==> config.mk <==
export PLATFORM = sky130hd
export DESIGN_NAME = coo_to_csc_converter_unit
export DESIGN_NICKNAME = d
export VERILOG_FILES = /design/src/hw/rtl/c2c_pkg.sv /design/src/hw/rtl/c2c_front.sv /design/src/hw/rtl/c2c_cmd_queue.sv /design/src/hw/rtl/c2c_back.sv /design/src/hw/rtl/coo_to_csc_converter_unit.sv
export SDC_FILE = /design/constraint.sdc
export NUM_CORES = 1
export LEC_CHECK = 0
export BUFFER_PORTS_ARGS = -buffer_cell sky130_fd_sc_hd__buf_4
export CAP_MARGIN = 15
export CELL_PAD_IN_SITES_DETAIL_PLACEMENT = 0
export CELL_PAD_IN_SITES_GLOBAL_PLACEMENT = 1
export CORE_MARGIN = 2
export CORE_UTILIZATION = 40
export DETAILED_ROUTE_END_ITERATION = 7
export GPL_ROUTABILITY_DRIVEN = 1
export HOLD_SLACK_MARGIN = 0.03
export PLACE_DENSITY = 0.76
export SLEW_MARGIN = 30
export SYNTH_ARGS = -nofsm -noshare
export SYNTH_HDL_FRONTEND = slang
export SYNTH_SLANG_ARGS = --single-unit
==> constraint.sdc <==
create_clock -name clock -period 26.1 [get_ports clock]
set_input_delay 2.61 -clock clock [delete_from_list [all_inputs] [get_ports clock]]
set_output_delay 2.61 -clock clock [all_outputs]
set_load 0.02 [all_outputs]
==> src/hw/rtl/c2c_pkg.sv <==
// Shared types and constants for the coordinate to compressed sparse column converter.
// Used by c2c_front, c2c_cmd_queue, c2c_back and the top level.
package c2c_pkg;

   localparam int COL_W = 6;
   localparam int ROW_W = 16;
   localparam int VAL_W = 32;
   localparam int PTR_W = 16;
   localparam int CSR_IDX_W = 2;
   localparam int CSR_DATA_W = 16;

   // Configuration register indexes.
   localparam logic [CSR_IDX_W-1:0] CSR_ROW_ORIGIN = 2'd0;
   localparam logic [CSR_IDX_W-1:0] CSR_COL_ORIGIN = 2'd1;
   localparam logic [CSR_IDX_W-1:0] CSR_NUM_COLS   = 2'd2;

   localparam logic [COL_W-1:0] NUM_COLS_RESET = 6'd32;

   // Depth of the command queue between front and back.
   localparam int CMDQ_DEPTH = 2;

   // Result kinds.
   localparam logic KIND_POINTER = 1'b0;
   localparam logic KIND_ENTRY   = 1'b1;

   // One command describes every result that one accepted request causes:
   // an optional entry for the old pending entry, a run of column pointers,
   // an optional entry for the new pending entry, a second run of pointers
   // and an optional closing pointer.
   typedef struct packed {
      logic             ent_a;
      logic [COL_W-1:0] a_col;
      logic [ROW_W-1:0] a_row;
      logic [VAL_W-1:0] a_val;
      logic [PTR_W-1:0] base_ptr;
      logic [COL_W-1:0] r1_start;
      logic [COL_W-1:0] r1_end;
      logic             ent_b;
      logic [COL_W-1:0] b_col;
      logic [ROW_W-1:0] b_row;
      logic [VAL_W-1:0] b_val;
      logic [COL_W-1:0] r2_start;
      logic [COL_W-1:0] r2_end;
      logic             close_en;
      logic [COL_W-1:0] close_col;
      logic             dropped;
   } cmd_type;

endpackage

==> src/hw/rtl/c2c_front.sv <==
// Front part of the converter: configuration registers, request classification and
// per-matrix state. Emits one command per request that causes results. Uses c2c_pkg.
module c2c_front #(
   parameter int MAX_COLS    = 32,
   parameter int MAX_ENTRIES = 65535
) (
   input  logic                            clock,
   input  logic                            reset,
   input  logic                            csr_valid,
   output logic                            csr_ready,
   input  logic [c2c_pkg::CSR_IDX_W-1:0]   csr_index,
   input  logic [c2c_pkg::CSR_DATA_W-1:0]  csr_data,
   input  logic                            req_valid,
   output logic                            req_stall,
   input  logic [c2c_pkg::ROW_W-1:0]       req_row,
   input  logic [c2c_pkg::ROW_W-1:0]       req_col,
   input  logic signed [c2c_pkg::VAL_W-1:0] req_value,
   input  logic                            req_last,
   input  logic                            q_full,
   output logic                            q_push,
   output c2c_pkg::cmd_type                q_cmd
);

   localparam logic [c2c_pkg::COL_W-1:0] MaxColsW = c2c_pkg::COL_W'(MAX_COLS);
   localparam logic [c2c_pkg::PTR_W:0]   MaxEntW  = (c2c_pkg::PTR_W + 1)'(MAX_ENTRIES);

   logic [c2c_pkg::ROW_W-1:0] row_origin_ff, row_origin_in;
   logic [c2c_pkg::ROW_W-1:0] col_origin_ff, col_origin_in;
   logic [c2c_pkg::COL_W-1:0] num_cols_ff, num_cols_in;

   logic [c2c_pkg::COL_W-1:0] cur_col_ff, cur_col_in;
   logic [c2c_pkg::PTR_W-1:0] entry_cnt_ff, entry_cnt_in;
   logic                      pend_vld_ff, pend_vld_in;
   logic [c2c_pkg::ROW_W-1:0] pend_row_ff, pend_row_in;
   logic [c2c_pkg::VAL_W-1:0] pend_sum_ff, pend_sum_in;
   logic                      err_ff, err_in;
   logic                      started_ff, started_in;

   logic                      accept;
   logic [c2c_pkg::COL_W-1:0] ncols;
   logic [c2c_pkg::ROW_W-1:0] rrow;
   logic [c2c_pkg::ROW_W-1:0] rcol_full;
   logic [c2c_pkg::COL_W-1:0] rcol;
   logic                      bad_pos;
   logic                      dup;
   logic                      cap_full;
   logic                      new_ent;
   logic                      err_now;
   logic [c2c_pkg::VAL_W:0]   sum_wide;
   logic [c2c_pkg::VAL_W-1:0] sat_sum;
   logic [c2c_pkg::COL_W-1:0] cur_after;
   logic                      started_after;
   logic [c2c_pkg::COL_W-1:0] s2;
   c2c_pkg::cmd_type          cmd;

   assign csr_ready = 1'b1;
   assign req_stall = q_full;
   assign accept    = req_valid && !q_full;

   always_comb begin
      row_origin_in = row_origin_ff;
      col_origin_in = col_origin_ff;
      num_cols_in   = num_cols_ff;
      if (csr_valid) begin
         case (csr_index)
            c2c_pkg::CSR_ROW_ORIGIN: row_origin_in = csr_data;
            c2c_pkg::CSR_COL_ORIGIN: col_origin_in = csr_data;
            c2c_pkg::CSR_NUM_COLS:   num_cols_in   = csr_data[c2c_pkg::COL_W-1:0];
            default: ;
         endcase
      end
   end

   always_comb begin
      if (num_cols_ff == '0) begin
         ncols = c2c_pkg::COL_W'(1);
      end else if (num_cols_ff > MaxColsW) begin
         ncols = MaxColsW;
      end else begin
         ncols = num_cols_ff;
      end
   end

   // Classification of the request against the current matrix state.
   always_comb begin
      rrow      = req_row - row_origin_ff;
      rcol_full = req_col - col_origin_ff;
      rcol      = rcol_full[c2c_pkg::COL_W-1:0];
      bad_pos   = (req_col < col_origin_ff) ||
                  (rcol_full >= {{(c2c_pkg::ROW_W - c2c_pkg::COL_W){1'b0}}, ncols}) ||
                  (started_ff && rcol < cur_col_ff);
      dup       = !bad_pos && started_ff && rcol == cur_col_ff && pend_vld_ff &&
                  rrow == pend_row_ff;
      cap_full  = ({1'b0, entry_cnt_ff} + {{c2c_pkg::PTR_W{1'b0}}, pend_vld_ff}) >= MaxEntW;
      new_ent   = !err_ff && !bad_pos && !dup && !cap_full;
      err_now   = err_ff || (!bad_pos && !dup && cap_full) || bad_pos;
      if (err_ff) begin
         err_now = 1'b1;
      end
      sum_wide  = {pend_sum_ff[c2c_pkg::VAL_W-1], pend_sum_ff} +
                  {req_value[c2c_pkg::VAL_W-1], $unsigned(req_value)};
      if (sum_wide[c2c_pkg::VAL_W] != sum_wide[c2c_pkg::VAL_W-1]) begin
         sat_sum = sum_wide[c2c_pkg::VAL_W] ? {1'b1, {(c2c_pkg::VAL_W-1){1'b0}}}
                                            : {1'b0, {(c2c_pkg::VAL_W-1){1'b1}}};
      end else begin
         sat_sum = sum_wide[c2c_pkg::VAL_W-1:0];
      end
   end

   // A duplicate only counts when no error was seen before.
   logic dup_ok;
   assign dup_ok = dup && !err_ff;

   always_comb begin
      cur_after     = new_ent ? rcol : cur_col_ff;
      started_after = started_ff || new_ent;
      s2            = started_after ? cur_after + c2c_pkg::COL_W'(1) : '0;

      cmd.ent_a     = pend_vld_ff && (new_ent || req_last);
      cmd.a_col     = cur_col_ff;
      cmd.a_row     = pend_row_ff;
      cmd.a_val     = dup_ok ? sat_sum : pend_sum_ff;
      cmd.base_ptr  = entry_cnt_ff;
      cmd.r1_start  = started_ff ? cur_col_ff + c2c_pkg::COL_W'(1) : '0;
      cmd.r1_end    = new_ent ? rcol + c2c_pkg::COL_W'(1) : '0;
      cmd.ent_b     = new_ent && req_last;
      cmd.b_col     = rcol;
      cmd.b_row     = rrow;
      cmd.b_val     = $unsigned(req_value);
      cmd.r2_start  = s2;
      cmd.r2_end    = req_last ? ncols : '0;
      cmd.close_en  = req_last;
      cmd.close_col = (s2 < ncols) ? ncols : s2;
      cmd.dropped   = err_now;
   end

   assign q_cmd  = cmd;
   assign q_push = accept && (cmd.ent_a || cmd.ent_b || req_last ||
                              (cmd.r1_start < cmd.r1_end));

   always_comb begin
      cur_col_in   = cur_col_ff;
      entry_cnt_in = entry_cnt_ff;
      pend_vld_in  = pend_vld_ff;
      pend_row_in  = pend_row_ff;
      pend_sum_in  = pend_sum_ff;
      err_in       = err_ff;
      started_in   = started_ff;
      if (accept) begin
         if (req_last) begin
            cur_col_in   = '0;
            entry_cnt_in = '0;
            pend_vld_in  = 1'b0;
            pend_row_in  = '0;
            pend_sum_in  = '0;
            err_in       = 1'b0;
            started_in   = 1'b0;
         end else begin
            err_in       = err_now;
            cur_col_in   = cur_after;
            started_in   = started_after;
            entry_cnt_in = entry_cnt_ff + (cmd.ent_a ? c2c_pkg::PTR_W'(1) : '0);
            if (new_ent) begin
               pend_vld_in = 1'b1;
               pend_row_in = rrow;
               pend_sum_in = $unsigned(req_value);
            end else if (dup_ok) begin
               pend_sum_in = sat_sum;
            end
         end
      end
   end

   always_ff @(posedge clock) begin
      if (reset) begin
         row_origin_ff <= '0;
         col_origin_ff <= '0;
         num_cols_ff   <= c2c_pkg::NUM_COLS_RESET;
         cur_col_ff    <= '0;
         entry_cnt_ff  <= '0;
         pend_vld_ff   <= 1'b0;
         pend_row_ff   <= '0;
         pend_sum_ff   <= '0;
         err_ff        <= 1'b0;
         started_ff    <= 1'b0;
      end else begin
         row_origin_ff <= row_origin_in;
         col_origin_ff <= col_origin_in;
         num_cols_ff   <= num_cols_in;
         cur_col_ff    <= cur_col_in;
         entry_cnt_ff  <= entry_cnt_in;
         pend_vld_ff   <= pend_vld_in;
         pend_row_ff   <= pend_row_in;
         pend_sum_ff   <= pend_sum_in;
         err_ff        <= err_in;
         started_ff    <= started_in;
      end
   end

endmodule

==> src/hw/rtl/c2c_cmd_queue.sv <==
// Short command queue that decouples the converter's front and back parts.
// Holds c2c_pkg::cmd_type entries in a small register array.
module c2c_cmd_queue (
   input  logic             clock,
   input  logic             reset,
   input  logic             push,
   input  c2c_pkg::cmd_type push_cmd,
   input  logic             pop,
   output logic             full,
   output logic             empty,
   output c2c_pkg::cmd_type head
);

   localparam int Depth = c2c_pkg::CMDQ_DEPTH;
   localparam int PtrW  = (Depth > 1) ? $clog2(Depth) : 1;
   localparam int CntW  = $clog2(Depth + 1);
   localparam logic [PtrW-1:0] LastPtr = PtrW'(Depth - 1);
   localparam logic [CntW-1:0] DepthW  = CntW'(Depth);

   c2c_pkg::cmd_type mem_ff [Depth];
   logic [PtrW-1:0]  wr_ptr_ff, wr_ptr_in;
   logic [PtrW-1:0]  rd_ptr_ff, rd_ptr_in;
   logic [CntW-1:0]  count_ff, count_in;
   logic             do_push;
   logic             do_pop;

   assign full    = (count_ff == DepthW);
   assign empty   = (count_ff == '0);
   assign head    = mem_ff[rd_ptr_ff];
   assign do_push = push && !full;
   assign do_pop  = pop && !empty;

   always_comb begin
      wr_ptr_in = wr_ptr_ff;
      rd_ptr_in = rd_ptr_ff;
      count_in  = count_ff;
      if (do_push) begin
         wr_ptr_in = (wr_ptr_ff == LastPtr) ? '0 : wr_ptr_ff + PtrW'(1);
      end
      if (do_pop) begin
         rd_ptr_in = (rd_ptr_ff == LastPtr) ? '0 : rd_ptr_ff + PtrW'(1);
      end
      if (do_push && !do_pop) begin
         count_in = count_ff + CntW'(1);
      end else if (do_pop && !do_push) begin
         count_in = count_ff - CntW'(1);
      end
   end

   always_ff @(posedge clock) begin
      if (do_push) begin
         mem_ff[wr_ptr_ff] <= push_cmd;
      end
   end

   always_ff @(posedge clock) begin
      if (reset) begin
         wr_ptr_ff <= '0;
         rd_ptr_ff <= '0;
         count_ff  <= '0;
      end else begin
         wr_ptr_ff <= wr_ptr_in;
         rd_ptr_ff <= rd_ptr_in;
         count_ff  <= count_in;
      end
   end

endmodule

==> src/hw/rtl/c2c_back.sv <==
// Back part of the converter: a sequencer that expands one command into its results,
// one per cycle unless stalled, into a registered result stage. Uses c2c_pkg.
module c2c_back (
   input  logic                              clock,
   input  logic                              reset,
   input  logic                              q_empty,
   input  c2c_pkg::cmd_type                  q_head,
   output logic                              q_pop,
   output logic                              rsp_valid,
   input  logic                              rsp_stall,
   output logic                              rsp_kind,
   output logic [c2c_pkg::COL_W-1:0]         rsp_column,
   output logic [c2c_pkg::PTR_W-1:0]         rsp_pointer,
   output logic [c2c_pkg::ROW_W-1:0]         rsp_entry_row,
   output logic signed [c2c_pkg::VAL_W-1:0]  rsp_entry_value,
   output logic                              rsp_dropped,
   output logic                              rsp_final_res
);

   // Phase codes, in the order results leave for one command.
   localparam logic [2:0] PH_A    = 3'd1;
   localparam logic [2:0] PH_R1   = 3'd2;
   localparam logic [2:0] PH_B    = 3'd3;
   localparam logic [2:0] PH_R2   = 3'd4;
   localparam logic [2:0] PH_CL   = 3'd5;
   localparam logic [2:0] PH_DONE = 3'd6;

   function automatic logic [2:0] first_phase(input c2c_pkg::cmd_type c,
                                              input logic [2:0] from);
      logic [2:0] ph;
      ph = PH_DONE;
      if (from <= PH_CL && c.close_en) ph = PH_CL;
      if (from <= PH_R2 && c.r2_start < c.r2_end) ph = PH_R2;
      if (from <= PH_B && c.ent_b) ph = PH_B;
      if (from <= PH_R1 && c.r1_start < c.r1_end) ph = PH_R1;
      if (from <= PH_A && c.ent_a) ph = PH_A;
      return ph;
   endfunction

   c2c_pkg::cmd_type           cmd_ff, cmd_in;
   logic [2:0]                 ph_ff, ph_in;
   logic [c2c_pkg::COL_W-1:0]  col_ff, col_in;
   logic [c2c_pkg::PTR_W-1:0]  ptr_ff, ptr_in;

   logic                       out_vld_ff, out_vld_in;
   logic                       out_kind_ff, out_kind_in;
   logic [c2c_pkg::COL_W-1:0]  out_col_ff, out_col_in;
   logic [c2c_pkg::PTR_W-1:0]  out_ptr_ff, out_ptr_in;
   logic [c2c_pkg::ROW_W-1:0]  out_row_ff, out_row_in;
   logic [c2c_pkg::VAL_W-1:0]  out_val_ff, out_val_in;
   logic                       out_drop_ff, out_drop_in;
   logic                       out_fin_ff, out_fin_in;

   logic                       adv;
   logic                       stay;
   logic [2:0]                 ph_next;
   logic [c2c_pkg::COL_W:0]    col_inc;
   logic                       load;
   c2c_pkg::cmd_type           sel_cmd;

   assign adv     = (ph_ff != PH_DONE) && (!out_vld_ff || !rsp_stall);
   assign col_inc = {1'b0, col_ff} + (c2c_pkg::COL_W + 1)'(1);

   always_comb begin
      stay    = 1'b0;
      ph_next = ph_ff;
      if (adv) begin
         case (ph_ff)
            PH_A:  ph_next = first_phase(cmd_ff, PH_R1);
            PH_R1: begin
               stay    = col_inc < {1'b0, cmd_ff.r1_end};
               ph_next = stay ? PH_R1 : first_phase(cmd_ff, PH_B);
            end
            PH_B:  ph_next = first_phase(cmd_ff, PH_R2);
            PH_R2: begin
               stay    = col_inc < {1'b0, cmd_ff.r2_end};
               ph_next = stay ? PH_R2 : first_phase(cmd_ff, PH_CL);
            end
            PH_CL: ph_next = PH_DONE;
            default: ph_next = PH_DONE;
         endcase
      end
      load    = (ph_next == PH_DONE) && !q_empty;
      q_pop   = load;
      sel_cmd = load ? q_head : cmd_ff;
      cmd_in  = sel_cmd;
      ph_in   = load ? first_phase(q_head, PH_A) : ph_next;
      // The column counter only moves when a result leaves or a command is loaded;
      // a stalled run keeps its place.
      if (stay) begin
         col_in = col_inc[c2c_pkg::COL_W-1:0];
      end else if (!adv && !load) begin
         col_in = col_ff;
      end else if (ph_in == PH_R1) begin
         col_in = sel_cmd.r1_start;
      end else begin
         col_in = sel_cmd.r2_start;
      end
      if (load) begin
         ptr_in = q_head.base_ptr;
      end else if (adv && (ph_ff == PH_A || ph_ff == PH_B)) begin
         ptr_in = ptr_ff + c2c_pkg::PTR_W'(1);
      end else begin
         ptr_in = ptr_ff;
      end
   end

   // Result register.
   always_comb begin
      out_vld_in  = out_vld_ff && rsp_stall;
      out_kind_in = out_kind_ff;
      out_col_in  = out_col_ff;
      out_ptr_in  = out_ptr_ff;
      out_row_in  = out_row_ff;
      out_val_in  = out_val_ff;
      out_drop_in = out_drop_ff;
      out_fin_in  = out_fin_ff;
      if (adv) begin
         out_vld_in  = 1'b1;
         out_kind_in = c2c_pkg::KIND_POINTER;
         out_col_in  = col_ff;
         out_ptr_in  = ptr_ff;
         out_row_in  = '0;
         out_val_in  = '0;
         out_drop_in = cmd_ff.dropped;
         out_fin_in  = 1'b0;
         case (ph_ff)
            PH_A: begin
               out_kind_in = c2c_pkg::KIND_ENTRY;
               out_col_in  = cmd_ff.a_col;
               out_row_in  = cmd_ff.a_row;
               out_val_in  = cmd_ff.a_val;
            end
            PH_B: begin
               out_kind_in = c2c_pkg::KIND_ENTRY;
               out_col_in  = cmd_ff.b_col;
               out_row_in  = cmd_ff.b_row;
               out_val_in  = cmd_ff.b_val;
            end
            PH_CL: begin
               out_col_in = cmd_ff.close_col;
               out_fin_in = 1'b1;
            end
            default: ;
         endcase
      end
   end

   always_ff @(posedge clock) begin
      cmd_ff      <= cmd_in;
      col_ff      <= col_in;
      ptr_ff      <= ptr_in;
      out_kind_ff <= out_kind_in;
      out_col_ff  <= out_col_in;
      out_ptr_ff  <= out_ptr_in;
      out_row_ff  <= out_row_in;
      out_val_ff  <= out_val_in;
      out_drop_ff <= out_drop_in;
      out_fin_ff  <= out_fin_in;
   end

   always_ff @(posedge clock) begin
      if (reset) begin
         ph_ff      <= PH_DONE;
         out_vld_ff <= 1'b0;
      end else begin
         ph_ff      <= ph_in;
         out_vld_ff <= out_vld_in;
      end
   end

   assign rsp_valid       = out_vld_ff;
   assign rsp_kind        = out_kind_ff;
   assign rsp_column      = out_col_ff;
   assign rsp_pointer     = out_ptr_ff;
   assign rsp_entry_row   = out_row_ff;
   assign rsp_entry_value = $signed(out_val_ff);
   assign rsp_dropped     = out_drop_ff;
   assign rsp_final_res   = out_fin_ff;

endmodule

==> src/hw/rtl/coo_to_csc_converter_unit.sv <==
// Coordinate to compressed sparse column converter, top level.
// A request's first result passes the command queue, the back part's command register and
// the result register. Throughput: one result per cycle from the back sequencer unless stalled;
// a request with k results holds it until all k have left, and requests enter at one per
// cycle while the queue has room. Reset (synchronous, active high) clears all matrix state,
// the queue and the result stage, and sets row_origin = 0, col_origin = 0, num_cols = 32.
module coo_to_csc_converter_unit #(
   parameter int MAX_COLS    = 32,
   parameter int MAX_ENTRIES = 65535
) (
   input  logic                              clock,
   input  logic                              reset,
   input  logic                              csr_valid,
   output logic                              csr_ready,
   input  logic [c2c_pkg::CSR_IDX_W-1:0]     csr_index,
   input  logic [c2c_pkg::CSR_DATA_W-1:0]    csr_data,
   input  logic                              req_valid,
   output logic                              req_stall,
   input  logic [c2c_pkg::ROW_W-1:0]         req_row,
   input  logic [c2c_pkg::ROW_W-1:0]         req_col,
   input  logic signed [c2c_pkg::VAL_W-1:0]  req_value,
   input  logic                              req_last,
   output logic                              rsp_valid,
   input  logic                              rsp_stall,
   output logic                              rsp_kind,
   output logic [c2c_pkg::COL_W-1:0]         rsp_column,
   output logic [c2c_pkg::PTR_W-1:0]         rsp_pointer,
   output logic [c2c_pkg::ROW_W-1:0]         rsp_entry_row,
   output logic signed [c2c_pkg::VAL_W-1:0]  rsp_entry_value,
   output logic                              rsp_dropped,
   output logic                              rsp_final_res
);

   // The front part owns the configuration registers and all per-matrix state.
   // It classifies each request the cycle it arrives (out of range, duplicate to be
   // summed, or new entry), updates the state at once and, when the request causes
   // results, pushes a single command describing them into the queue.
   c2c_pkg::cmd_type q_cmd;
   c2c_pkg::cmd_type q_head;
   logic             q_push;
   logic             q_pop;
   logic             q_full;
   logic             q_empty;

   c2c_front #(
      .MAX_COLS    (MAX_COLS),
      .MAX_ENTRIES (MAX_ENTRIES)
   ) u_front (
      .clock     (clock),
      .reset     (reset),
      .csr_valid (csr_valid),
      .csr_ready (csr_ready),
      .csr_index (csr_index),
      .csr_data  (csr_data),
      .req_valid (req_valid),
      .req_stall (req_stall),
      .req_row   (req_row),
      .req_col   (req_col),
      .req_value (req_value),
      .req_last  (req_last),
      .q_full    (q_full),
      .q_push    (q_push),
      .q_cmd     (q_cmd)
   );

   // The queue lets the front keep taking requests while the back is still
   // working through a long run of column pointers.
   c2c_cmd_queue u_cmd_queue (
      .clock    (clock),
      .reset    (reset),
      .push     (q_push),
      .push_cmd (q_cmd),
      .pop      (q_pop),
      .full     (q_full),
      .empty    (q_empty),
      .head     (q_head)
   );

   // The back part walks each command phase by phase: flushed entry, pointer run
   // for empty columns, the new entry when the matrix closes, the trailing pointer
   // run and the closing pointer. It loads the next command in the same cycle that
   // the last result of the current one leaves, so results stream without gaps.
   c2c_back u_back (
      .clock           (clock),
      .reset           (reset),
      .q_empty         (q_empty),
      .q_head          (q_head),
      .q_pop           (q_pop),
      .rsp_valid       (rsp_valid),
      .rsp_stall       (rsp_stall),
      .rsp_kind        (rsp_kind),
      .rsp_column      (rsp_column),
      .rsp_pointer     (rsp_pointer),
      .rsp_entry_row   (rsp_entry_row),
      .rsp_entry_value (rsp_entry_value),
      .rsp_dropped     (rsp_dropped),
      .rsp_final_res   (rsp_final_res)
   );

`ifndef SYNTH
   // The front never pushes into a full queue: it stalls requests first.
   assert property (@(posedge clock) disable iff (reset) !(q_push && q_full))
      else $error("command pushed into a full queue");

   // The closing result of a matrix is always a column pointer.
   assert property (@(posedge clock) disable iff (reset)
      (rsp_valid && rsp_final_res) |-> (rsp_kind == c2c_pkg::KIND_POINTER))
      else $error("closing result is not a column pointer");

   // Nothing is presented in the cycle after reset.
   assert property (@(posedge clock) (!reset && $past(reset)) |-> !rsp_valid)
      else $error("result valid right after reset");

   // A command is only taken from the queue when one is there.
   assert property (@(posedge clock) disable iff (reset) q_pop |-> !q_empty)
      else $error("pop from an empty command queue");
`endif

endmodule

Word level (Yosys, flattened, before mapping)
Memory sizes are Yosys's and may differ from the RTL's. A register that Yosys moved wholly into a read port is not among the register bits. Cells that the tools add are included.

Register bits after elaboration: 355. Latch bits: 0. Bits in writable memories: 316. ROM bits: 0. Word-level logic and storage cells: 198. Memories: 1.

Memory list: u_cmd_queue.mem_ff (words 2, bits a word 158, rd ports 1, clocked after Yosys merged registers in 1, write ports 1, line c2c_cmd_queue.sv:20) `c2c_pkg::cmd_type mem_ff [Depth];`.

$add $sub $neg: 14. Multipliers: 0. Div/mod/pow operators: 0. $lt $le $gt $ge: 13. Eq/ne operators: 15. Shifts and indexed selects: 0. Muxes and demuxes: 59. Bitwise operators: 0. Reduce and logical (&&, ||, !) cells: 58.

Operator list (number): $mux W32 (5); $mux W87 (1); $mux W16 (5); $mux W6 (12); $pmux W32 S2 (1); $lt A6 B6 Y1 (7); $add A32 B32 Y33 (1); $pmux W16 S2 (1); $sub A16 B16 Y16 (2); $mux W3 (10); $logic_and A1 B1 Y1 (24); $add A6 B1 Y6 const B (3); $pmux W6 S3 (1); $add A16 B1 Y17 (1); $ge A17 B16 Y1 const B (1); $add A16 B1 Y16 const B (1); $add A16 B16 Y16 (1); $eq A16 B16 Y1 (1); $ge A16 B6 Y1 (1); $lt A16 B16 Y1 (1); $mux W1 (16); $lt A7 B6 Y1 (2); $logic_not A1 Y1 (12); $pmux W3 S4 (1); other kinds (22) (48).

Depth between registers and ports, before layout
Gate-level depths: netlist (run 1).

Depth after elaboration: 25. Depth in mapped cells: 32. Depth with buffers taken out: 30.

Hierarchy
From an unflattened synthesis (run 1), not the netlist that was laid out.

Cell total of the unflattened synthesis: 2658. Area total of the unflattened synthesis: 33150.5 µm².

Modules (own cells, without submodules): c2c_cmd_queue (times used 1, cells each 517, area each 12052.8 µm², sequential area each 9589.2 µm²); c2c_front (times used 1, cells each 1463, area each 11024.3 µm², sequential area each 2222.1 µm²); c2c_back (times used 1, cells each 678, area each 10073.4 µm², sequential area each 7046.8 µm²).

Worst setup path after synthesis (run 1)
No wires, ideal clock.

Path type: input -> register. From: in req_col[0] (netlist name). To: mem u_cmd_queue.mem_ff[0][0] (netlist name), enable pin. Setup time: 0.770 ns. Arrival time: 15.522 ns. Required time: 25.330 ns. Slack: 9.808 ns. Stages: 23. Path through: inv_1 ha_1 fa_1 nand2b_1 nand2b_1 nand2_1 a21oi_1 ha_1 a21oi_1 o31ai_1 a211oi_1 o221ai_1 a2111oi_2 and3_1 and2_1 clkbuf_1 nand2_1 ha_1 a21o_1 a21o_1 a211oi_1 o21ai_0 a31oi_1.

RTL lines: from (decl) (line coo_to_csc_converter_unit.sv:20) `input logic [c2c_pkg::ROW_W-1:0] req_col,`; to (decl) (line c2c_cmd_queue.sv:20).

==> results of run 1 <==
## how the worst max path moves through the flow
stage                     from                                    to  slack (ns)  cells past startpoint
floorplan           req_col[0]    u_cmd_queue.mem_ff[0][0]$_DFFE_PP_        9.81                     23
global placement    req_col[0]  u_cmd_queue.mem_ff[1][113]$_DFFE_PP_       16.32                     28
finish              req_col[0]  u_cmd_queue.mem_ff[1][121]$_DFFE_PP_       16.87                     28
detailed placement  req_col[0]  u_cmd_queue.mem_ff[1][113]$_DFFE_PP_       16.16                     27
global route        req_col[0]  u_cmd_queue.mem_ff[1][121]$_DFFE_PP_       16.30                     28
CTS                 req_col[0]   u_cmd_queue.mem_ff[1][88]$_DFFE_PP_       16.80                     28
## cells by family (layout without fill, tap and decap cells)
| group | count (synthesis) | count (layout) | share of synthesized area (%) |
|---|---|---|---|
| multiplexers | 237 | 237 | 8.19 |
| flip-flops | 672 | 672 | 60.5 |
| AND/OR/NAND/NOR | 612 | 612 | 9.19 |
| other | 1 | 3 | 0.0120 |
| adder cells (fa/ha/maj) | 138 | 138 | 5.53 |
| buffers and inverters | 212 | 429 | 2.83 |
| XOR/XNOR | 108 | 108 | 3.28 |
| AO/OA/AOI/OAI | 502 | 502 | 10.5 |
## metrics by stage
stage	setup slack [ns]	cell area, sq um	utilization, %
global route	16.30	35900	46.4
floorplan	9.81	31200	-
detailed placement	16.16	33500	43.3
global placement	16.32	33500	43.3
CTS	16.80	35800	46.3
finish	16.87	35900	46.4
## per-layer routing
layer	track usage, %	vias to the layer above	routed length (um)
li1	-	9537	-
met4	5.99	2	1770
met3	2.59	99	3300
met1	25.4	9966	34500
met2	31.4	480	36800
met5	0	-	16
## sequential cells by signal, summed over array words and instances (netlist names), 2 cells and up, named ones only
| register | cells |
|---|---|
| u_front.row_origin_ff | 16 |
| u_front.pend_row_ff | 16 |
| u_back.rsp_entry_value | 32 |
| u_front.num_cols_ff | 6 |
| u_front.cur_col_ff | 6 |
| u_back.rsp_column | 6 |
| u_back.ptr_ff | 16 |
| u_front.entry_cnt_ff | 16 |
| u_back.col_ff | 6 |
| u_back.rsp_pointer | 16 |
| u_back.rsp_entry_row | 16 |
| u_back.ph_ff | 3 |
| u_front.col_origin_ff | 16 |
| u_cmd_queue.mem_ff | 316 |
| u_cmd_queue.count_ff | 2 |
| u_back.cmd_ff | 141 |
| u_front.pend_sum_ff | 32 |
## Yosys cell counts, types with 17 or more instances
cell type and n:
buf_2 19, edfxtp_1 540, dfxtp_1 132, ha_1 125, a21oi_1 157, clkbuf_1 51
xnor2_1 63, and3_1 23, a22oi_1 40, nor2_1 206, nand3_1 52, buf_1 22
xor2_1 39, mux2_2 142, mux2i_1 92, nand2_1 196, nor3_1 25, o22ai_1 17
a21o_1 36, o21ai_0 93, inv_1 109
## where the power goes
group	switching, mW	leakage [nW]	internal, mW
Sequential	0.0990	6.17	1.48
Clock	0.429	1.15	0.588
Combinational	0.623	6.17	0.374
Total	1.15	13.5	2.44
## worst register-to-register path: stages (launching register included)
cell and delay (ns):
dfxtp_1 0.32, ha_1 0.21, fa_1 0.40, nand2b_1 0.20
nand2b_1 0.08, nand2_1 0.06, a21oi_1 0.61, ha_1 0.25
nand3_1 0.14, a21oi_1 0.17, a2111oi_0 0.12, a211oi_1 0.21
o221ai_1 0.19, a2111oi_2 0.39, and3_1 0.35, and2_1 0.41
nand2_1 0.16, ha_1 0.35, a21o_1 0.16, a21o_1 0.17
a211oi_1 0.27, nand2_1 0.07, o21ai_0 0.07, nand3_1 0.18
nand3_1 0.20, and2_4 0.53, buf_4 0.76
## area by class of cell
class	count	share of cell area (%)
clock buffers	98	5.61
well taps	1040	3.63
inverters	110	1.15
diodes	2	0.0139
repair buffers	185	3.99
flip-flops and latches	672	52.6
multi-input cells	1598	32.1
clock inverters	36	0.969
==> impl_results.html, run 1 <==
<table>
<tr><th>Metric</th><th>Value</th></tr>
<tr><th colspan="2">Setup path</th></tr>
<tr><td>Number of buffer and inverter stages on the critical path</td><td>3</td></tr>
<tr><td>Worst Path Max Fanout</td><td>55</td></tr>
<tr><td>Endpoint type of the worst setup path</td><td>flop</td></tr>
<tr><td>Element type at the critical path start</td><td>input pin</td></tr>
<tr><td>Worst-path cell with the longest stage delay</td><td>buf_4</td></tr>
<tr><td>Crit path arrival time</td><td>9.47 ns</td></tr>
<tr><td>Category of the critical setup timing path</td><td>in2reg</td></tr>
<tr><td>R2R Path End</td><td>u_cmd_queue.mem_ff[1][121]$_DFFE_PP_</td></tr>
<tr><td>Reg2Reg Depth</td><td>26</td></tr>
<tr><td>Crit path max-delay family</td><td>simple AND/OR/NAND/NOR gates</td></tr>
<tr><td>Worst r2r src</td><td>u_front.col_origin_ff[0]$_SDFFE_PP0P_</td></tr>
<tr><td>Worst endpoint required time</td><td>26.33 ns</td></tr>
<tr><td>Crit-path max cell delay</td><td>0.74 ns</td></tr>
<tr><td>Minimum setup slack among reg-to-reg paths</td><td>18.66 ns</td></tr>
<tr><th colspan="2">Die</th></tr>
<tr><td>Core area</td><td>77,300 sq um</td></tr>
<tr><td>Initial cell density of the core</td><td>40.3%</td></tr>
<tr><td>Die outline width</td><td>283 um</td></tr>
<tr><td>Area of the die</td><td>80,200 sq um</td></tr>
<tr><td>Die span in y</td><td>283 um</td></tr>
<tr><td>Core Rows</td><td>102</td></tr>
<tr><td>Number of placed I/O pins</td><td>164</td></tr>
<tr><th colspan="2">Global route</th></tr>
<tr><td>Vias in the first global route</td><td>20,400</td></tr>
<tr><td>Wire length of the first global-routing pass</td><td>119,000 um</td></tr>
<tr><td>Global routing usage summed across all routing layers</td><td>18.8%</td></tr>
<tr><td>Aggregate global routing overflow</td><td>0</td></tr>
<tr><td>Initial antenna violation count</td><td>3</td></tr>
<tr><td>Maximum number of pins on one net before global-route repair</td><td>153</td></tr>
<tr><th colspan="2">Yosys</th></tr>
<tr><td>Dominant register cell in the synthesized netlist</td><td>edfxtp_1</td></tr>
<tr><td>Avg Synthesized Cell Area</td><td>12.6 sq um</td></tr>
<tr><td>Combined area of all synthesized cells</td><td>31,200 sq um</td></tr>
<tr><td>Count of distinct cell types in the synthesized netlist</td><td>98</td></tr>
<tr><td>Synthesized instance count</td><td>2,482</td></tr>
<tr><td>Sequential area share after synthesis</td><td>60.5%</td></tr>
<tr><td>Most area-consuming cells after synthesis</td><td>edfxtp_1 52%, dfxtp_1 8.5%, mux2_2 5.1%</td></tr>
<tr><td>Number of warning messages in the yosys log</td><td>0</td></tr>
<tr><td>Library cell occupying the most area in the post-synthesis netlist</td><td>edfxtp_1</td></tr>
<tr><td>Number of flops mapped to enable cells by yosys</td><td>540</td></tr>
<tr><td>#FFs+latches synth</td><td>672</td></tr>
<tr><td>Async set-or-reset flop fraction in the synthesized netlist</td><td>0%</td></tr>
<tr><td>Number of nets produced by synthesis</td><td>2,698</td></tr>
<tr><td>Post-synth top area share</td><td>52.0%</td></tr>
<tr><th colspan="2">STA</th></tr>
<tr><td>Tightest hold margin</td><td>0.433 ns</td></tr>
<tr><td>Slew Viols, Final</td><td>0</td></tr>
<tr><td>Number of hold violations in the final report</td><td>0</td></tr>
<tr><td>Worst Tran Pin Value</td><td>0.968 ns</td></tr>
<tr><td>Unrepaired setup endpoints after global routing</td><td>no</td></tr>
<tr><td>Worst clock skew</td><td>0.0263 ns</td></tr>
<tr><td>Fmax</td><td>108 MHz</td></tr>
<tr><td>Post-layout min period</td><td>9.23 ns</td></tr>
<tr><td>Share of the clock period used by the worst path after layout</td><td>35.4%</td></tr>
<tr><td>Final total negative setup slack</td><td>0 ns</td></tr>
<tr><td>Rel. slew slack</td><td>35.5%</td></tr>
<tr><td>Number of setup violations in the final report</td><td>0</td></tr>
<tr><th colspan="2">Finish</th></tr>
<tr><td>Storage cell area</td><td>18,900 sq um</td></tr>
<tr><td>Most frequent standard cell in the layout excluding fill and tap cells</td><td>edfxtp_1</td></tr>
<tr><td>Number of fill cells in the layout</td><td>7,008</td></tr>
<tr><td>Net count reported at finish</td><td>2,855</td></tr>
<tr><td>Count of non-filler cells in the finished layout</td><td>3,741</td></tr>
<tr><td>Fraction of final layout cells sized beyond drive strength 1</td><td>18.2%</td></tr>
<tr><td>Total area of multi-input combinational cells</td><td>11,500 sq um</td></tr>
<tr><td>Area growth from synthesis to layout</td><td>15.1%</td></tr>
<tr><td>Most used cells in the layout excluding fill and tap cells</td><td>540 x edfxtp_1, 204 x nor2_1, 195 x nand2_1, 180 x buf_4, 157 x a21oi_1</td></tr>
<tr><th colspan="2">Flow run</th></tr>
<tr><td>Max-cap violation count</td><td>0</td></tr>
<tr><th colspan="2">Power</th></tr>
<tr><td>Power density over the cells</td><td>100 nW/um^2</td></tr>
<tr><td>Standby leakage power</td><td>13.5 nW</td></tr>
<tr><td>Overall power of the completed layout</td><td>3.59 mW</td></tr>
<tr><td>Max IR drop VDD</td><td>0.0637 mV</td></tr>
<tr><th colspan="2">Route</th></tr>
<tr><td>Starting DRC count in detailed routing</td><td>1,383</td></tr>
<tr><td>Routed wire length per instance</td><td>20.4 um</td></tr>
<tr><td>DRT antenna net count</td><td>0</td></tr>
<tr><td>Number of detailed-route iterations in the first pass</td><td>6</td></tr>
<tr><td>Total wirelength of the detailed-routed design</td><td>76,400 um</td></tr>
<tr><td>Count of vias placed by the detailed router</td><td>20,100</td></tr>
<tr><td>Post-detailed-route DRC marker count</td><td>0</td></tr>
<tr><td>Routed via count divided by cell count</td><td>5.37</td></tr>
<tr><th colspan="2">Min path</th></tr>
<tr><td>Hold path startpoint</td><td>u_back.cmd_ff[0]$_DFFE_PP_</td></tr>
<tr><td>Destination of the worst hold path</td><td>u_back.rsp_dropped$_DFFE_PP_</td></tr>
<tr><td>Hold WC Path Type</td><td>reg2reg</td></tr>
<tr><td>Cells on Worst Hold Path</td><td>0</td></tr>
<tr><th colspan="2">Clock network</th></tr>
<tr><td>Maximum buffer depth of the clock tree</td><td>3</td></tr>
<tr><td>Number of gates resized after CTS</td><td>0</td></tr>
<tr><td>TritonCTS clock tree</td><td>built</td></tr>
<tr><td>Clk slew on worst S/H paths</td><td>0.06 ns</td></tr>
<tr><td>Total of hold buffers inserted after clock tree synthesis</td><td>0</td></tr>
<tr><td>Worst skew pair latency</td><td>0.62 ns</td></tr>
<tr><td>Post-CTS Repair Setup Buffers</td><td>0</td></tr>
<tr><td>Clock sinks</td><td>672</td></tr>
<tr><td>Clock root buffer</td><td>clkbuf_16</td></tr>
<tr><td>Num CTS Buffers</td><td>72</td></tr>
<tr><td>Number of levels the H-tree was split into</td><td>3</td></tr>
<tr><th colspan="2">Placement</th></tr>
<tr><td>Number of port buffers</td><td>162</td></tr>
<tr><td>Final HPWL from detailed placement</td><td>51,700 um</td></tr>
<tr><td>Cell count after placement</td><td>3,604</td></tr>
<tr><td>Global placer's final weighted congestion</td><td>0.884</td></tr>
<tr><th colspan="2">Outcome</th></tr>
<tr><td>Status</td><td>finished clean</td></tr>
</table>
Power figures use the tool's default switching activity.
==> inputs of run 2 (changes only) <==
PLACE_DENSITY = 0.78   (was 0.76)
clock period = 8.2 ns   (was 26.1 ns; I/O delays follow)
==> run 2 against run 1 <==
  * Non-clock buffer count grew 2
  * Critical path type unchanged
  * Clock skew is 0.0072 ns lower
  * Sequential power rose to 3.2 times the previous value
==> impl_results.html, run 2 (synthesized netlist as in run 1, its figures left out) <==
<table>
<tr><th>Metric</th><th>Value</th></tr>
<tr><th colspan="2">Setup path</th></tr>
<tr><td>Most numerous cell on the critical path</td><td>ha_1</td></tr>
<tr><td>Worst endpoint required time</td><td>8.55 ns</td></tr>
<tr><td>Worst Path Max Fanout</td><td>7</td></tr>
<tr><td>Worst-path cell with the longest stage delay</td><td>or4b_1</td></tr>
<tr><td>Crit-path max cell delay</td><td>0.50 ns</td></tr>
<tr><td>Category of the critical setup timing path</td><td>in2reg</td></tr>
<tr><td>Reg2Reg Depth</td><td>26</td></tr>
<tr><td>Minimum setup slack among reg-to-reg paths</td><td>1.27 ns</td></tr>
<tr><td>Worst r2r src</td><td>u_front.col_origin_ff[0]$_SDFFE_PP0P_</td></tr>
<tr><td>Endpoint type of the worst setup path</td><td>flop</td></tr>
<tr><td>R2R Path End</td><td>u_cmd_queue.mem_ff[1][1]$_DFFE_PP_</td></tr>
<tr><td>Element type at the critical path start</td><td>input pin</td></tr>
<tr><td>Crit path arrival time</td><td>7.29 ns</td></tr>
<tr><th colspan="2">Placement</th></tr>
<tr><td>Final HPWL from detailed placement</td><td>51,900 um</td></tr>
<tr><td>Global placer's final weighted congestion</td><td>0.890</td></tr>
<tr><td>Number of port buffers</td><td>162</td></tr>
<tr><th colspan="2">Power</th></tr>
<tr><td>Standby leakage power</td><td>13.6 nW</td></tr>
<tr><td>Overall power of the completed layout</td><td>11.6 mW</td></tr>
<tr><td>Power density over the cells</td><td>322 nW/um^2</td></tr>
<tr><td>Max IR drop VDD</td><td>0.286 mV</td></tr>
<tr><th colspan="2">Die</th></tr>
<tr><td>Core Rows</td><td>102</td></tr>
<tr><td>Die outline width</td><td>283 um</td></tr>
<tr><td>Initial cell density of the core</td><td>40.3%</td></tr>
<tr><td>Die span in y</td><td>283 um</td></tr>
<tr><td>Area of the die</td><td>80,200 sq um</td></tr>
<tr><td>Number of placed I/O pins</td><td>164</td></tr>
<tr><td>Core area</td><td>77,300 sq um</td></tr>
<tr><th colspan="2">Clock network</th></tr>
<tr><td>TritonCTS clock tree</td><td>built</td></tr>
<tr><td>Clock root buffer</td><td>clkbuf_16</td></tr>
<tr><td>Total of hold buffers inserted after clock tree synthesis</td><td>0</td></tr>
<tr><td>Clk slew on worst S/H paths</td><td>0.06 ns</td></tr>
<tr><td>Number of levels the H-tree was split into</td><td>3</td></tr>
<tr><td>Post-CTS Repair Setup Buffers</td><td>0</td></tr>
<tr><td>Maximum buffer depth of the clock tree</td><td>3</td></tr>
<tr><td>Clock sinks</td><td>672</td></tr>
<tr><td>Num CTS Buffers</td><td>73</td></tr>
<tr><td>Worst skew pair latency</td><td>0.62 ns</td></tr>
<tr><td>Number of gates resized after CTS</td><td>0</td></tr>
<tr><th colspan="2">Min path</th></tr>
<tr><td>Destination of the worst hold path</td><td>u_front.col_origin_ff[3]$_SDFFE_PP0P_</td></tr>
<tr><td>Hold WC Path Type</td><td>in2reg</td></tr>
<tr><td>Cells on Worst Hold Path</td><td>2</td></tr>
<tr><td>Hold path startpoint</td><td>reset</td></tr>
<tr><th colspan="2">Finish</th></tr>
<tr><td>Most used cells in the layout excluding fill and tap cells</td><td>540 x edfxtp_1, 203 x nor2_1, 195 x nand2_1, 180 x buf_4, 155 x a21oi_1</td></tr>
<tr><td>Largest register FFs</td><td>316</td></tr>
<tr><td>Most frequent standard cell in the layout excluding fill and tap cells</td><td>edfxtp_1</td></tr>
<tr><td>Net count reported at finish</td><td>2,858</td></tr>
<tr><td>Top Registers</td><td>u_cmd_queue.mem_ff (316), u_back.cmd_ff (141)</td></tr>
<tr><td>Fraction of final layout cells sized beyond drive strength 1</td><td>18.5%</td></tr>
<tr><td>Biggest register</td><td>u_cmd_queue.mem_ff</td></tr>
<tr><td>Area growth from synthesis to layout</td><td>15.8%</td></tr>
<tr><th colspan="2">Route</th></tr>
<tr><td>Starting DRC count in detailed routing</td><td>1,565</td></tr>
<tr><td>Total wirelength of the detailed-routed design</td><td>76,200 um</td></tr>
<tr><td>Routed via count divided by cell count</td><td>5.42</td></tr>
<tr><td>Count of vias placed by the detailed router</td><td>20,300</td></tr>
<tr><td>Routed wire length per instance</td><td>20.4 um</td></tr>
<tr><td>Number of detailed-route iterations in the first pass</td><td>5</td></tr>
<tr><td>DRT antenna net count</td><td>0</td></tr>
<tr><td>Post-detailed-route DRC marker count</td><td>0</td></tr>
<tr><th colspan="2">STA</th></tr>
<tr><td>Worst Tran Pin Value</td><td>1.02 ns</td></tr>
<tr><td>Slew Viols, Final</td><td>0</td></tr>
<tr><td>Rel. slew slack</td><td>31.7%</td></tr>
<tr><td>Number of setup violations in the final report</td><td>0</td></tr>
<tr><td>Final total negative setup slack</td><td>0 ns</td></tr>
<tr><td>Number of hold violations in the final report</td><td>0</td></tr>
<tr><td>Fmax</td><td>144 MHz</td></tr>
<tr><td>Worst clock skew</td><td>0.0191 ns</td></tr>
<tr><td>Share of the clock period used by the worst path after layout</td><td>84.7%</td></tr>
<tr><td>Post-layout min period</td><td>6.94 ns</td></tr>
<tr><td>Unrepaired setup endpoints after global routing</td><td>no</td></tr>
<tr><th colspan="2">Global route</th></tr>
<tr><td>Initial antenna violation count</td><td>3</td></tr>
<tr><td>Global routing usage summed across all routing layers</td><td>18.7%</td></tr>
<tr><td>Wire length of the first global-routing pass</td><td>118,000 um</td></tr>
<tr><td>Maximum number of pins on one net before global-route repair</td><td>93</td></tr>
<tr><td>Aggregate global routing overflow</td><td>0</td></tr>
<tr><td>Vias in the first global route</td><td>20,400</td></tr>
<tr><th colspan="2">Flow run</th></tr>
<tr><td>Max-cap violation count</td><td>0</td></tr>
<tr><th colspan="2">Outcome</th></tr>
<tr><td>Status</td><td>finished clean</td></tr>
</table>
-- run 2: cell types whose count changed in the layout (fill, tap and decap cells not counted), sizes merged --
cell / previous run / this run
clkbuf: 98 / 88
diode: 2 / 1
bufinv: 4 / 11
inv: 115 / 112
buf: 185 / 187
clkinvlp: 4 / 7
clkinv: 23 / 27
-- run 2: worst max-delay path: cells and delay by family --
family                     cells  cell delay, ns
xor gates and xnor gates       2            0.63
buffers and inverters          4            0.48
muxes                          1            0.39
and+or+nand+nor               10            2.04
AOI/OAI and AO/OA              6            1.35
adders and majority gates      5            1.58
-- run 2: area by class of cell --
type                       instances  area, sq um
clock inverter                    47          576
clock buffer                      88         1970
sequential                       672        18900
tap                             1040         1300
fill                            6859        41200
antenna                            1         2.50
inverter                         110          414
multi-input combinational       1598        11500
timing repair buffer             187         1470
-- run 2: per-stage QoR --
step | util, % | std cells | worst slack, ns | hold WS (ns) | instance area, sq um
floorplan | - | 2482 | 0.0423 | 0.400 | 31200
global placement | 43.4 | 3607 | 0.886 | 0.412 | 33500
detailed placement | 43.4 | 3607 | 0.686 | 0.426 | 33600
CTS | 46.7 | 3742 | 1.30 | 0.350 | 36100
global route | 46.7 | 3743 | 0.696 | 0.383 | 36100
finish | 46.7 | 3743 | 1.26 | 0.385 | 36100
-- run 2: worst max-delay path by stage --
stage / from / to / slack [ns] / cells after the start
after CTS: u_front.col_origin_ff[0]$_SDFFE_PP0P_ / u_cmd_queue.mem_ff[1][1]$_DFFE_PP_ / 1.30 / 26
after global routing: u_front.col_origin_ff[1]$_SDFFE_PP0P_ / u_cmd_queue.mem_ff[1][1]$_DFFE_PP_ / 0.70 / 29
after floorplan: req_col[1] / u_cmd_queue.mem_ff[0][0]$_DFFE_PP_ / 0.04 / 24
after global placement: req_col[0] / u_cmd_queue.mem_ff[0][1]$_DFFE_PP_ / 0.89 / 28
after detailed placement: req_col[0] / u_cmd_queue.mem_ff[1][1]$_DFFE_PP_ / 0.69 / 28
final: req_col[0] / u_cmd_queue.mem_ff[1][1]$_DFFE_PP_ / 1.26 / 28
-- run 2: metal layers --
layer | GRT usage [%] | vias to the layer above | share of wire [%]
met4 | 6.01 | 2 | 2.2
li1 | - | 9547 | -
met2 | 31.4 | 591 | 49
met3 | 2.97 | 103 | 5.4
met5 | 0 | - | 0.010
met1 | 24.8 | 10000 | 44
-- run 2: report_power, final --
part / total, mW / internal (mW) / switching (mW)
logic: 3.14 / 1.17 / 1.97
clock network: 3.46 / 2.08 / 1.38
registers: 5.02 / 4.70 / 0.324
==> inputs of run 3 (changes only) <==
clock period = 5.8 ns   (was 8.2 ns; I/O delays follow)
==> run 3 against run 2 <==
  * The run now ends with negative setup slack left
  * Largest cell class unchanged
  * Clock-buffer cell count increased by 2
  * Sequential power increased by 42%
  * Total power increased by 40%
  * Final cell count increased by 3.6%
  * Global-route usage about the same
==> impl_results.html, run 3 (synthesized netlist as in run 1, its figures left out) <==
<table>
<tr><th>Metric</th><th>Value</th></tr>
<tr><th colspan="2">Outcome</th></tr>
<tr><td>Status</td><td>complete, but fails checks</td></tr>
<tr><td>Failing checks</td><td>negative setup slack</td></tr>
<tr><th colspan="2">Die</th></tr>
<tr><td>Initial cell density of the core</td><td>40.3%</td></tr>
<tr><td>Area of the die</td><td>80,200 sq um</td></tr>
<tr><td>Core area</td><td>77,300 sq um</td></tr>
<tr><td>Number of placed I/O pins</td><td>164</td></tr>
<tr><td>Die span in y</td><td>283 um</td></tr>
<tr><td>Die outline width</td><td>283 um</td></tr>
<tr><td>Core Rows</td><td>102</td></tr>
<tr><th colspan="2">Power</th></tr>
<tr><td>Standby leakage power</td><td>14.5 nW</td></tr>
<tr><td>Power density over the cells</td><td>428 nW/um^2</td></tr>
<tr><td>Max IR drop VDD</td><td>0.332 mV</td></tr>
<tr><th colspan="2">Clock network</th></tr>
<tr><td>Maximum buffer depth of the clock tree</td><td>3</td></tr>
<tr><td>Clock sinks</td><td>672</td></tr>
<tr><td>Worst skew pair latency</td><td>0.62 ns</td></tr>
<tr><td>TritonCTS clock tree</td><td>built</td></tr>
<tr><td>Clk slew on worst S/H paths</td><td>0.06 ns</td></tr>
<tr><td>Clock root buffer</td><td>clkbuf_16</td></tr>
<tr><td>Num CTS Buffers</td><td>71</td></tr>
<tr><td>Number of levels the H-tree was split into</td><td>3</td></tr>
<tr><th colspan="2">Finish</th></tr>
<tr><td>Most used cells in the layout excluding fill and tap cells</td><td>540 x edfxtp_1, 251 x buf_4, 201 x nor2_1, 190 x nand2_1, 150 x a21oi_1</td></tr>
<tr><td>Most frequent standard cell in the layout excluding fill and tap cells</td><td>edfxtp_1</td></tr>
<tr><td>Utilization of the core after routing</td><td>49.3%</td></tr>
<tr><td>Largest register FFs</td><td>316</td></tr>
<tr><td>Diodes inserted</td><td>0</td></tr>
<tr><td>Top Registers</td><td>u_cmd_queue.mem_ff (316), u_back.cmd_ff (141)</td></tr>
<tr><td>Net count reported at finish</td><td>2,993</td></tr>
<tr><td>Number of fill cells in the layout</td><td>6,686</td></tr>
<tr><td>Area growth from synthesis to layout</td><td>22.4%</td></tr>
<tr><td>Fraction of final layout cells sized beyond drive strength 1</td><td>24.3%</td></tr>
<tr><td>Biggest register</td><td>u_cmd_queue.mem_ff</td></tr>
<tr><th colspan="2">STA</th></tr>
<tr><td>Slew Viols, Final</td><td>0</td></tr>
<tr><td>Number of hold violations in the final report</td><td>0</td></tr>
<tr><td>Post-layout min period</td><td>5.90 ns</td></tr>
<tr><td>Fmax</td><td>169 MHz</td></tr>
<tr><td>Number of setup violations in the final report</td><td>296</td></tr>
<tr><td>Setup ws final</td><td>-0.103 ns</td></tr>
<tr><td>Unrepaired setup endpoints after global routing</td><td>yes</td></tr>
<tr><td>Rel. slew slack</td><td>38.7%</td></tr>
<tr><td>Share of the clock period used by the worst path after layout</td><td>102%</td></tr>
<tr><td>Final total negative setup slack</td><td>-16.23 ns</td></tr>
<tr><td>Worst clock skew</td><td>0.0278 ns</td></tr>
<tr><td>Worst Tran Pin Value</td><td>0.920 ns</td></tr>
<tr><th colspan="2">Global route</th></tr>
<tr><td>Maximum number of pins on one net before global-route repair</td><td>72</td></tr>
<tr><td>Global routing usage summed across all routing layers</td><td>18.7%</td></tr>
<tr><td>Initial antenna violation count</td><td>3</td></tr>
<tr><td>Vias in the first global route</td><td>21,000</td></tr>
<tr><td>Aggregate global routing overflow</td><td>0</td></tr>
<tr><td>Wire length of the first global-routing pass</td><td>119,000 um</td></tr>
<tr><th colspan="2">Route</th></tr>
<tr><td>Starting DRC count in detailed routing</td><td>1,648</td></tr>
<tr><td>Total wirelength of the detailed-routed design</td><td>81,100 um</td></tr>
<tr><td>Post-detailed-route DRC marker count</td><td>0</td></tr>
<tr><td>Count of vias placed by the detailed router</td><td>21,000</td></tr>
<tr><td>Routed wire length per instance</td><td>20.9 um</td></tr>
<tr><td>DRT antenna net count</td><td>0</td></tr>
<tr><td>Number of detailed-route iterations in the first pass</td><td>5</td></tr>
<tr><td>Routed via count divided by cell count</td><td>5.41</td></tr>
<tr><th colspan="2">Placement</th></tr>
<tr><td>Global placer's final weighted congestion</td><td>0.898</td></tr>
<tr><td>Final HPWL from detailed placement</td><td>53,500 um</td></tr>
<tr><td>Number of port buffers</td><td>162</td></tr>
<tr><th colspan="2">Min path</th></tr>
<tr><td>Hold WC Path Type</td><td>in2reg</td></tr>
<tr><th colspan="2">Setup path</th></tr>
<tr><td>Crit path max-delay family</td><td>simple AND/OR/NAND/NOR gates</td></tr>
<tr><td>Worst-path cell with the longest stage delay</td><td>or4b_1</td></tr>
<tr><td>Endpoint type of the worst setup path</td><td>flop</td></tr>
<tr><td>Category of the critical setup timing path</td><td>reg2reg</td></tr>
<tr><td>Element type at the critical path start</td><td>flop</td></tr>
<tr><td>Number of buffer and inverter stages on the critical path</td><td>3</td></tr>
<tr><td>Crit path arrival time</td><td>6.24 ns</td></tr>
<tr><td>Worst endpoint required time</td><td>6.13 ns</td></tr>
<tr><td>Crit-path max cell delay</td><td>0.48 ns</td></tr>
<tr><td>Worst Path Max Fanout</td><td>5</td></tr>
<tr><td>Most numerous cell on the critical path</td><td>ha_4</td></tr>
<tr><th colspan="2">Flow run</th></tr>
<tr><td>Max-cap violation count</td><td>0</td></tr>
</table>
[run 3: cell types whose count changed in the layout (fill, tap and decap cells not counted), moves of 8 or more]
cell       previous run  this run
buf_4               180       251
buf_8                 0        12
ha_4                  0         9
o21ai_1              16        29
clkbuf_1             10        18
clkbuf_16            76        98
o21ai_0              92        70
buf_12                4        18
ha_1                125       114
[run 3: final timing paths]
check	startpoint	to	slack, ns	cells past startpoint
worst min-delay path	req_value[11]	u_cmd_queue.mem_ff[1][31]$_DFFE_PP_	0.17	1
worst max register to register	u_front.col_origin_ff[1]$_SDFFE_PP0P_	u_cmd_queue.mem_ff[0][5]$_DFFE_PP_	-0.10	30
worst min register to register	u_back.cmd_ff[0]$_DFFE_PP_	u_back.rsp_dropped$_DFFE_PP_	0.43	0
worst max-delay path	u_front.col_origin_ff[1]$_SDFFE_PP0P_	u_cmd_queue.mem_ff[0][5]$_DFFE_PP_	-0.10	30
[run 3: final cells by class]
class | instances | area [sq um] | area share [%]
sequential | 672 | 18900 | 49.4
tap | 1040 | 1300 | 3.41
clock inverter | 42 | 383 | 1.00
multi-input combinational | 1598 | 12000 | 31.3
clock buffer | 90 | 1860 | 4.87
inverter | 110 | 414 | 1.09
timing repair buffer | 324 | 3380 | 8.85
[run 3: metrics by stage]
step           hold WS, ns  instances  power, mW  setup slack [ns]  cell area, sq um
3_5_place_dp         0.418       3676       11.7            -0.646             34300
4_1_cts              0.139       3825       16.2            -0.144             36700
3_3_place_gp         0.408       3676       11.6            -0.519             34300
6_report             0.173       3876       16.3            -0.103             38200
2_1_floorplan        0.400       2482       10.1             -1.81             31400
5_1_grt              0.154       3876       17.1            -0.390             38200
[run 3: what timing repair did]
item	CTS	global route
endpoints found under the setup margin	33	365
setup buffers	17	9
pin swaps	22	35
gates resized for setup	18	113
hold buffers	0	0
gates cloned	0	43
[run 3: power by group]
| part | total (mW) | internal [mW] | switching, mW | leakage, nW |
|---|---|---|---|---|
| Combinational | 4.79 | 1.93 | 2.86 | 7.20 |
| Clock | 4.41 | 2.52 | 1.89 | 1.08 |
| Sequential | 7.12 | 6.64 | 0.486 | 6.17 |
| Total | 16.3 | 11.1 | 5.24 | 14.5 |
[run 3: layer usage]
| layer | vias to the layer above | routed length [um] | GRT usage [%] |
|---|---|---|---|
| met4 | 6 | 2400 | 7.26 |
| li1 | 9842 | - | - |
| met3 | 142 | 4110 | 3.28 |
| met2 | 606 | 39100 | 31.4 |
| met5 | - | 34 | 0 |
| met1 | 10400 | 35400 | 24.2 |
